**config.mk**
```make
export PLATFORM = sky130hd
export DESIGN_NAME = mccf_ram
export DESIGN_NICKNAME = d
export VERILOG_FILES = /design/src/hw/rtl/mccf_ram.sv
export SDC_FILE = /design/constraint.sdc
export NUM_CORES = 1
export LEC_CHECK = 0
export ABC_AREA = 1
export BUFFER_PORTS_ARGS = -buffer_cell sky130_fd_sc_hd__clkbuf_2
export CAP_MARGIN = 15
export CORE_AREA = 2 2 132 134
export DETAILED_ROUTE_END_ITERATION = 7
export DIE_AREA = 0 0 134 136
export SLEW_MARGIN = 30
export SYNTH_ARGS = -nofsm -noshare
export SYNTH_HDL_FRONTEND = slang
export SYNTH_SLANG_ARGS = --single-unit
```
**constraint.sdc**
```tcl
create_clock -name clk -period 2.5 [get_ports clk]
set_clock_uncertainty 0.05 [all_clocks]
set_input_delay 0 -clock clk [delete_from_list [all_inputs] [get_ports clk]]
set_output_delay 0 -clock clk [all_outputs]
set_load 0.05 [all_outputs]
```
**src/hw/rtl/mccf_ram.sv**
```systemverilog
// Generic single-port-write, single-port-read RAM with registered read data.
`default_nettype none

module mccf_ram #(
  parameter int WIDTH = 8,
  parameter int DEPTH = 16
) (
  input  wire logic                     clk,
  input  wire logic                     we,
  input  wire logic [$clog2(DEPTH)-1:0] waddr,
  input  wire logic [WIDTH-1:0]         wdata,
  input  wire logic [$clog2(DEPTH)-1:0] raddr,
  output logic      [WIDTH-1:0]         rdata
);

  logic [WIDTH-1:0] mem [DEPTH];

  always_ff @(posedge clk) begin
    if (we) begin
      mem[waddr] <= wdata;
    end
    rdata <= mem[raddr];
  end

endmodule

`default_nettype wire

```
======== Word level (Yosys, flattened, before mapping) ========
Memories as Yosys holds them, arrays and structs flattened. A register that Yosys moved wholly into a read port is not among the register bits.
Index checks and enable logic that the tools add are counted.
storage, ports and cells
  register bits after elaboration ......... 0
  RAM bits ................................ 128
  input bits .............................. 18
  output and inout port bits .............. 8
  word-level logic and storage cells ...... 3
  memories ................................ 1
memory list
  name  words  bits a word  rd ports  clocked after Yosys merged registers in  write ports  line  source
  mem   16     8            1         1                                        1            16    logic [WIDTH-1:0] mem [DEPTH];
operators by class
  multiplexer cells ....................... 2
operators by type and width
  cell     number
  $mux W1  2

======== Longest topological paths before layout ========
  depth after elaboration ................. 2
  depth in mapped cells ................... 8
  depth with buffers taken out ............ 7

======== Worst setup path before layout ========
Ideal clock, no wire load.
  path type ............................... in2reg
  start ................................... input waddr[2]
  end ..................................... memory mem[10][0] (enable)
  setup time .............................. 370 ps
  arrival time ............................ 581 ps
  data required time ...................... 2080 ps
  slack ................................... 1499 ps
  stages on the path ...................... 2
  buffers on the path ..................... 0
  path through ............................ nand3b_1 nor2_1
RTL lines
  element          line  source
  start, declared  10    input wire logic [$clog2(DEPTH)-1:0] waddr,
  end, declared    16
Straight into the memory's write port.

======== Worst setup path in the final report ========
  start ................................... register rdata[2] (read register of mem)
  end ..................................... output rdata[2]
RTL lines
  element          line  source
  start, declared  13    output logic [WIDTH-1:0] rdata
No word-level cell between the ends.

==> results.cfg <==
[run_status]
status = finished, final reports clean

[detailed_routing]
drc = 0
via_per_inst = 4.704
dr.pass1.iters = 5
wl_per_cell_um = 16.38
vias = 3829
ant_nets = 0
first_iter_violations = 444
drt-total-wl_um = 13330

[floorplan]
rows = 48
start_util = 0.3417
die_h_um = 136
coreArea_sq_um = 16880
dieArea_sq_um = 18220
ioPinCount = 26
dieWidth_um = 134

[final_layout]
area_growth_pct = 15.01
final_cell_mix = 173 x nand2_1, 128 x edfxtp_1, 100 x inv_1, 97 x nand3_1, 25 x clkbuf_2
fin_cells = 814
final_cell_area_sq_um = 6633
layout_commonest_cell = nand2_1
antenna_cells = 0
final_nets = 594
drive_gt1_frac = 0.1036

[clocking]
cts_tree = built
cts_root_buf = clkbuf_16
clk_pin_slew_ps = 60
htreeDepth = 4
cts_buffer_depth = 2
ctsResizeCount = 0
cts_sinks = 136
cts_made_buffers = 17
cts_hold_buffers = 1
cts_setup_buffers = 0
clk_latency_ps = 430

[worst_setup_path]
cp-start-kind = flop
rr_worst_depth = 6
slowest_stage = dfxtp_1
critPathTopFamily = flip-flops
crit_arrival_ps = 1100
crit_chain = clkbuf_2
required_ps = 2450
critical_path_depth = 1
max_stage_delay_ps = 380
r2r-start = mem[6][6]
worstSetupStartpoint = rdata[2]
worst-path-max-fanout = 1
cp_num_buf_inv = 1
worstSetupEndpointType = output port
crit_type = reg2out

[yosys]
ys_warn_count = 0
syn_area_per_cell_sq_um = 10.47
syn-cell-area_sq_um = 5767
syn-num-nets = 569
ys_ff_latch = 136
ys_types = 12
ys_seq_area_frac = 0.6943
syn_inst = 551

[timing]
hold_violations = 0
maxSlewHeadroom = 0.4979
finalMaxSlewViolations = 0
period_share = 0.4593
post-route-min-period_ps = 1148
max_clock_freq_mhz = 870.9
rsz0062_at_grt = no
worstMarginPinSlew_ps = 750.4
setup_tns_ps = 0
layout_setup_ws_ps = 1352
setup_violations = 0

[power]
vdd_drop_max_uv = 510.6
leakage_nw = 2.835
powerDensity_nw_per_um2 = 809.9

[placement]
dpl.hpwl_um = 8374
numPortBuffers = 25
dp.cells = 781
gp_congestion = 0.8498
pre_cts_ws_ps = 1008
dpl-instance-area_sq_um = 6037

[global_routing]
grt_max_degree = 65
use_met2 = 0.2473
grt_antenna_before_repair = 0
use_met1 = 0.1964
busiest_layer = met2
grt_pass1_vias = 3783
grt.overflow.total = 0
gr-usage-all-layers = 0.1559
grt_first_pass_wirelength_um = 20440
met3_usage = 0.04512

[min_path]
holdCritPathClass = in2reg
hold_depth = 1
worst_hold_startpoint = wdata[1]

[flow_run]
drv_cap = 0
kinds of logic after synthesis:
| group | after synthesis | synth area share |
|---|---|---|
| and+or+nand+nor | 289 | 0.2105 |
| DFF | 136 | 0.6943 |
| buffers and inverters | 126 | 0.09525 |
sequential cells by signal, indices dropped and copies added, names as in the netlist:
| register | count |
|---|---|
| mem | 128 |
| rdata | 8 |
cell type report:
cell class	instances	area, sq um
clock buffer	23	488.0
clock inverter	9	97.59
fill	1622	10240
inverter	102	382.9
multi-input combinational	289	1214
sequential	136	4004
tap	225	281.5
timing repair buffer	30	165.2
stage by stage:
step | hold WS, ps | util | total power [mW]
after global placement | 332.8 | 0.3577 | 2.962
after detailed placement | 349.5 | 0.3577 | 2.968
after CTS | 40.02 | 0.3930 | 5.413
final | 39.37 | 0.3930 | 5.372
after floorplan | 48.87 | - | 2.841
after global routing | 51.52 | 0.3930 | 5.526
path summary, 6_finish.rpt:
| check | end | slack (ps) |
|---|---|---|
| setup / recovery | rdata[2] | 1350 |
| hold reg to reg | rdata[2] | 620 |
| setup reg to reg | rdata[6] | 1360 |
| hold / removal | mem[7][1] | 40 |
per-layer routing:
metal	up-vias	wire length, um	part of all wire
met4	0	374	0.028
met5	-	0	0
li1	1822	-	-
met2	141	6288	0.47
met3	28	878	0.066
met1	1838	5788	0.43
where the power goes:
| part | switching [mW] | internal, mW | leakage [nW] |
|---|---|---|---|
| Combinational | 0.270 | 0.0826 | 1.32 |
| Clock | 0.891 | 1.56 | 0.292 |
| Sequential | 0.0178 | 2.55 | 1.22 |
synthesized netlist by cell type (all sizes together):
cell type,count,area [sq um]
nand3b,2,15.01
inv,102,382.9
buf,24,166.4
nand2,173,649.4
nand3,97,485.5
nor2,17,63.81
edfxtp,128,3844
dfxtp,8,160.2
(Power assumes the default switching activity.)
