--- src/hw/rtl/mccf_pkg.sv ---
// Package with the item types, kind codes and entry layout of the match cross-check filter.
`default_nettype none

package mccf_pkg;

  localparam int IDX_W             = 13;
  localparam int DIST_W            = 32;
  localparam int TAG_W             = 8;
  localparam int MAX_KEYPOINTS_DEF = 8192;

  localparam logic [1:0] KIND_STORE = 2'd0;
  localparam logic [1:0] KIND_PROBE = 2'd1;
  localparam logic [1:0] KIND_CLEAR = 2'd2;

  // Epoch value written into every entry by the clearing sweep; it never
  // matches the running epoch.
  localparam logic [TAG_W-1:0] TAG_EMPTY = '0;
  localparam logic [TAG_W-1:0] TAG_FIRST = TAG_W'(1);
  localparam logic [TAG_W-1:0] TAG_LAST  = '1;

  typedef struct packed {
    logic [1:0]        kind;
    logic [IDX_W-1:0]  query_index;
    logic [IDX_W-1:0]  train_index;
    logic [DIST_W-1:0] distance;
  } match_in_t;

  typedef struct packed {
    logic [IDX_W-1:0]  kept_query_index;
    logic [IDX_W-1:0]  kept_train_index;
    logic [DIST_W-1:0] kept_distance;
  } match_out_t;

  typedef struct packed {
    logic [TAG_W-1:0]  tag;
    logic [IDX_W-1:0]  partner;
    logic [DIST_W-1:0] best_dist;
  } entry_t;

  localparam int ENTRY_W = $bits(entry_t);

  typedef struct packed {
    logic             sweeping;
    logic [TAG_W-1:0] epoch;
  } epoch_stat_t;

endpackage

`default_nettype wire

--- src/hw/rtl/mccf_ctrl.sv ---
// Epoch counter and clearing sweep that stand in for the per-entry valid marks.
`default_nettype none

module mccf_ctrl #(
  parameter int MAX_KEYPOINTS = mccf_pkg::MAX_KEYPOINTS_DEF
) (
  input  wire logic                             clk,
  input  wire logic                             rst,
  input  wire logic                             clear_req,
  output mccf_pkg::epoch_stat_t                 stat,
  output logic      [$clog2(MAX_KEYPOINTS)-1:0] sweep_addr
);

  import mccf_pkg::*;

  localparam int AW = $clog2(MAX_KEYPOINTS);
  localparam logic [AW-1:0] LAST_ADDR = AW'(MAX_KEYPOINTS - 1);

  typedef enum logic {
    S_SWEEP,
    S_RUN
  } state_t;

  state_t           state;
  logic [TAG_W-1:0] epoch;
  logic [AW-1:0]    cnt;

  always_ff @(posedge clk) begin
    if (rst) begin
      state <= S_SWEEP;
      epoch <= TAG_FIRST;
      cnt   <= '0;
    end else begin
      unique case (state)
        S_SWEEP: begin
          cnt <= cnt + AW'(1);
          if (cnt == LAST_ADDR) begin
            state <= S_RUN;
            epoch <= TAG_FIRST;
          end
        end
        S_RUN: begin
          // A clear normally just moves to a fresh epoch; only when the
          // epoch space is used up does the table get swept again.
          if (clear_req) begin
            if (epoch == TAG_LAST) begin
              state <= S_SWEEP;
              cnt   <= '0;
            end else begin
              epoch <= epoch + TAG_W'(1);
            end
          end
        end
        default: state <= S_SWEEP;
      endcase
    end
  end

  assign stat.sweeping = (state == S_SWEEP);
  assign stat.epoch    = epoch;
  assign sweep_addr    = cnt;

endmodule

`default_nettype wire

--- config.mk ---
export PLATFORM = sky130hd
export DESIGN_NAME = mccf_ctrl
export DESIGN_NICKNAME = d
export VERILOG_FILES = /design/src/hw/rtl/mccf_pkg.sv /design/src/hw/rtl/mccf_ctrl.sv
export SDC_FILE = /design/constraint.sdc
export NUM_CORES = 1
export LEC_CHECK = 0
export BUFFER_PORTS_ARGS = -buffer_cell sky130_fd_sc_hd__buf_2
export CAP_MARGIN = 10
export CORE_AREA = 2 2 84 54
export DETAILED_ROUTE_END_ITERATION = 8
export DIE_AREA = 0 0 86 56
export GPL_ROUTABILITY_DRIVEN = 0
export PLACE_DENSITY = 0.59
export SLEW_MARGIN = 0
export SYNTH_ARGS = -nofsm -noshare
export SYNTH_HDL_FRONTEND = slang
export SYNTH_SLANG_ARGS = --single-unit
--- constraint.sdc ---
create_clock -name clk -period 4.2 [get_ports clk]
set_clock_uncertainty 0.2 [all_clocks]
set_input_delay 0.63 -clock clk [delete_from_list [all_inputs] [get_ports clk]]
set_output_delay 0.63 -clock clk [all_outputs]
set_load 0.02 [all_outputs]
* Yosys cells after proc, flatten, opt, wreduce, memory -nomap -nowiden
Index checks and enable logic that the tools add are counted.
** Storage, ports and cells
- Word-level logic and storage cells :: 25
- Bits of input ports :: 3
- Bits in registers :: 22
- Output and inout bits :: 22
** Operators by class
- Equal/unequal tests :: 6
- Add/sub/neg operators :: 2
- Reductions and logical operators :: 2
- Bitwise operators :: 1
- Mux-type cells :: 11
** Operators by type and width (count)
- 2-to-1 mux 13 bit :: 2
- case mux 13 bit (2 select lines) :: 1
- 2-to-1 mux 8 bit :: 3
- case mux 8 bit (2 select lines) :: 1
- adder 13 x 1 -> 13 bit, second input constant :: 1
- == test 13 bit, second input constant :: 1
- adder 8 x 1 -> 8 bit, second input constant :: 1
- == test 8 bit, second input constant :: 1
- != test 2 x 1 -> 1 bit, second input constant :: 2
- != test 2 bit, second input constant :: 2
- 2-to-1 mux 1 bit :: 3
- AND reduction 3 bit :: 1
- case mux 1 bit (2 select lines) :: 1
- AND reduction 2 bit :: 1
- inverter 1 bit :: 1

* Logic depth before layout (Yosys ltp)
- Depth in word-level cells :: 4
- Mapped depth :: 6

* Worst setup path before layout
OpenSTA, ideal clock, no wires.
- Path kind :: reg2reg
- Start :: register epoch[0]
- End :: register epoch[5]
- Stages on the path, launching flop included :: 6
- Required time :: 3.926 ns
- Clock period less this slack :: 1.905 ns
- Arrival :: 1.631 ns
- Path slack :: 2.295 ns
- Setup time :: 0.074 ns
- Path through :: dfxtp_1 -> ha_1 -> and4_1 -> a21o_1 -> or4_1 -> o21ai_0
** Between the ends
- Longest elaborated chain between the ends :: 4
- Elaborated cells on any way between the ends :: 7
- Classes of those cells :: add/sub (1); eq/ne (2); mux (3); reduce/logical (1)
** RTL lines
- start: declaration :: RTL line mccf_ctrl.sv:25 : logic [TAG_W-1:0] epoch;
- start signal: assignment :: RTL line mccf_ctrl.sv:50 : epoch <= epoch + TAG_W'(1);
- adder 8 x 1 -> 8 bit :: RTL line mccf_ctrl.sv:50
- 2-to-1 mux 8 bit :: RTL line mccf_ctrl.sv:46 : if (epoch == TAG_LAST) begin
- 2-to-1 mux 8 bit :: RTL line mccf_ctrl.sv:45 : if (clear_req) begin
- case mux 8 bit (2 select lines) :: RTL line mccf_ctrl.sv:34 : unique case (state)
Several ways; a longest one is shown, not always the timed one. The select of a mux whose other input is x is not followed.
A chain may end at the register's enable or synchronous reset.

* Worst setup path after layout
- Start :: register state
- End :: register cnt[4] (netlist: sweep_addr[4])
** Between the ends
- Longest elaborated chain between the ends :: 2
- Elaborated cells on any way between the ends :: 5
- Classes of those cells :: eq/ne (2); mux (1); bitwise (1); reduce/logical (1)
** RTL lines
- start: declaration :: RTL line mccf_ctrl.sv:24 : state_t state;
- start signal: assignment :: RTL line mccf_ctrl.sv:30 : state <= S_SWEEP;
- start signal: assignment :: RTL line mccf_ctrl.sv:38 : state <= S_RUN;
- start signal: assignment :: RTL line mccf_ctrl.sv:47 : state <= S_SWEEP;
- != test 2 x 1 -> 1 bit (no source line), or another cell as far along
- AND reduction 2 bit (no source line) or case mux 13 bit (2 select lines) (tied branches)
- end signal: assignment :: RTL line mccf_ctrl.sv:36 : cnt <= cnt + AW'(1);
- end: declaration :: RTL line mccf_ctrl.sv:26 : logic [AW-1:0] cnt;
Several ways; a longest one is shown, not always the timed one.

==> results.ini <==
[route]
drt-total-wl_um = 2851
drc_errors = 0
post_drt_wl_per_cell_um = 13.32
ant_nets = 0
vias = 1137
detail_route.vias_per_cell = 5.313
drt_iter0_markers = 117
drtPass1Iterations = 4

[worst_setup_path]
cpMostUsedCell = inv_1
crit_fanout = 27
path_buf_inv = 2
worstSetupStartpointType = flop
crit_path_end_kind = flop
slowest_delay_ps = 870
critical_path.top_delay_family = compound AO/OA/AOI/OAI gates
cpMaxStageDelayCell = dfxtp_1
critPathArrivalTime_ps = 2660
cp.required_ps = 4170
path_cells = inv_1 > a31oi_1 > inv_1 > a311oi_1
criticalPathCategory = reg -> reg

[power]
p_int_uw = 300.9
p_seq_share_pct = 55.7
p_sw_share_pct = 21.85
switchingPower_uw = 84.13
power.density_nw_per_um2 = 287.9
irDropWorstVdd_mv = 0.1254
clkPwrFrac_pct = 39.4
pwr-share-comb_pct = 4.9
p_leak_nw = 0.4917

[global_route]
antenna_found_initial = 0
overflow = 0
grt_pass1_wl_um = 4616
first_global_vias = 942
grt_max_degree = 28
grtUsageTotal_pct = 12.00

[timing]
setup-tns-final_ps = 0
maxSlewViolCount = 0
clock.fmax_mhz = 370.9
worstMarginPinSlew_ps = 1034
setup_slack_ps = 1504
slew_headroom_pct = 30.72
hold_slack_ps = 298.7
rsz0062_at_grt = no
finalCritPeriodShare_pct = 64.20
period_needed_ps = 2696
setup_violations = 0
finalHoldViolCount = 0

[cts]
cts.clk_slew.worst_paths_ps = 80
htreeDepth = 1
cts_buffers = 3
cts_buffer_depth = 2
cts.hold.buffers_added = 0
cts_sinks = 22
clkLatencyLatePin_ps = 260
post_cts_buffers = 0
cts_tree = done
cts-resized-gates = 0
cts_root_buf = clkbuf_8

[synthesis]
synthTopCellsByArea = dfxtp_1 38%, a21oi_1 6.9%, o21ai_0 5.6%
synthDominantCellAreaShare_pct = 38.01
syn_nets = 152
synth.cell_area_um2 = 1159
synthesis.instances = 147
synthDistinctLibCells = 34
synth_area_leader_cell = dfxtp_1
yosysWarnings = 0
post_synth.cell_area_avg_um2 = 7.882
yosysSeqAreaShare_pct = 38.01
ys_ff_latch = 22

[run]
max-cap-violations = 0

[final_layout]
register_area_um2 = 440.4
final_util_pct = 33.55
drive_gt1_share_pct = 17.68
multi_input_area_um2 = 651.9
layout_commonest_cell = buf_2
nets = 170
antenna_cells = 0
fillers = 417
layout-area-overhead-vs-synth_pct = 15.44
layout_common_cells = 24 x buf_2, 22 x dfxtp_1, 16 x a21oi_1, 13 x o21ai_0, 12 x nand2_1
final_area_um2 = 1338

[floorplan]
fp-row-count = 18
die_area_um2 = 4816
fp.dieW_um = 86
die_h_um = 56
start_util_pct = 29.06
ioPinCount = 25
core-area_um2 = 3986

[placement]
post_dp_cell_area_um2 = 1282
io_buffers = 24
dp_hpwl_um = 1987
place_ws_ps = 1542

[hold_path]
worstHoldPathType = reg -> reg

[status]
outcome = complete, no violations

==> sequential cells by signal, indices dropped and copies added, names as in the netlist <==
name	count
sweep_addr	13
epoch	8
state	1
==> path summary, 6_finish.rpt <==
kind,start,end,slack (ps),cells past startpoint
worst min register to register,sweep_addr[5],sweep_addr[5],300,2
worst max register to register,state,sweep_addr[4],1500,4
worst max-delay path,state,sweep_addr[4],1500,4
worst min-delay path,sweep_addr[5],sweep_addr[5],300,2
==> power groups by stage <==
stage	combinational (mW)	clock (mW)	sequential [mW]
floorplan	0.0119	0	0.221
global placement	0.0195	0	0.220
detailed placement	0.0190	0	0.219
CTS	0.0191	0.157	0.214
global route	0.0210	0.163	0.215
finish	0.0189	0.152	0.214
==> layout make-up <==
cell class | instances | area share (%)
multi-input cells | 112 | 48.74
inverters | 2 | 0.5613
well taps | 50 | 4.677
repair buffers | 24 | 8.980
clock buffers | 4 | 4.116
flip-flops and latches | 22 | 32.93
==> layer usage <==
| metal | wire (µm) | vias up | GRT usage [%] |
|---|---|---|---|
| met2 | 1136 | 38 | 16.17 |
| met1 | 1466 | 506 | 17.95 |
| met3 | 236 | 4 | 4.599 |
| li1 | - | 589 | - |
| met5 | 0 | - | 0 |
| met4 | 12 | 0 | 2.041 |
==> synthesized netlist by cell type (all sizes together) <==
library cell and number:
ha 2, inv 2, and3 2, o31a 1, nor2 7, nand2b 4
a41oi 3, nor3 3, or2 1, o21a 1, nor2b 1, a311oi 1
a21o 1, o21ai 13, a22oi 2, a31oi 9, buf 7, or4 3
nand4 5, a2bb2oi 1, and4 3, and3b 1, nand2 12, o22ai 2
and2 2, or3 4, nand3 10, dfxtp 22, a21oi 16, clkbuf 4
a211oi 1, or4b 1
==> cell families (layout without fill, tap and decap cells) <==
group	Yosys count	in the layout	share of synthesized area (%)
AOI/OAI and AO/OA	51	51	26.24
DFF	22	22	38.01
adders and majority gates	2	2	2.159
and+or+nand+nor	59	59	27.86
buffers and inverters	13	30	5.723
==> tightest hold or removal path: stages, from the launching register on <==
cell and delay (ps):
dfxtp_1 330, o21ai_0 70, a21oi_1 60
==> metrics by stage <==
stage	power, mW	instances
floorplan	0.2327	147
global placement	0.2391	210
detailed placement	0.2383	210
CTS	0.3903	214
global route	0.3986	214
finish	0.3851	214
Power figures use the tool's default switching activity.
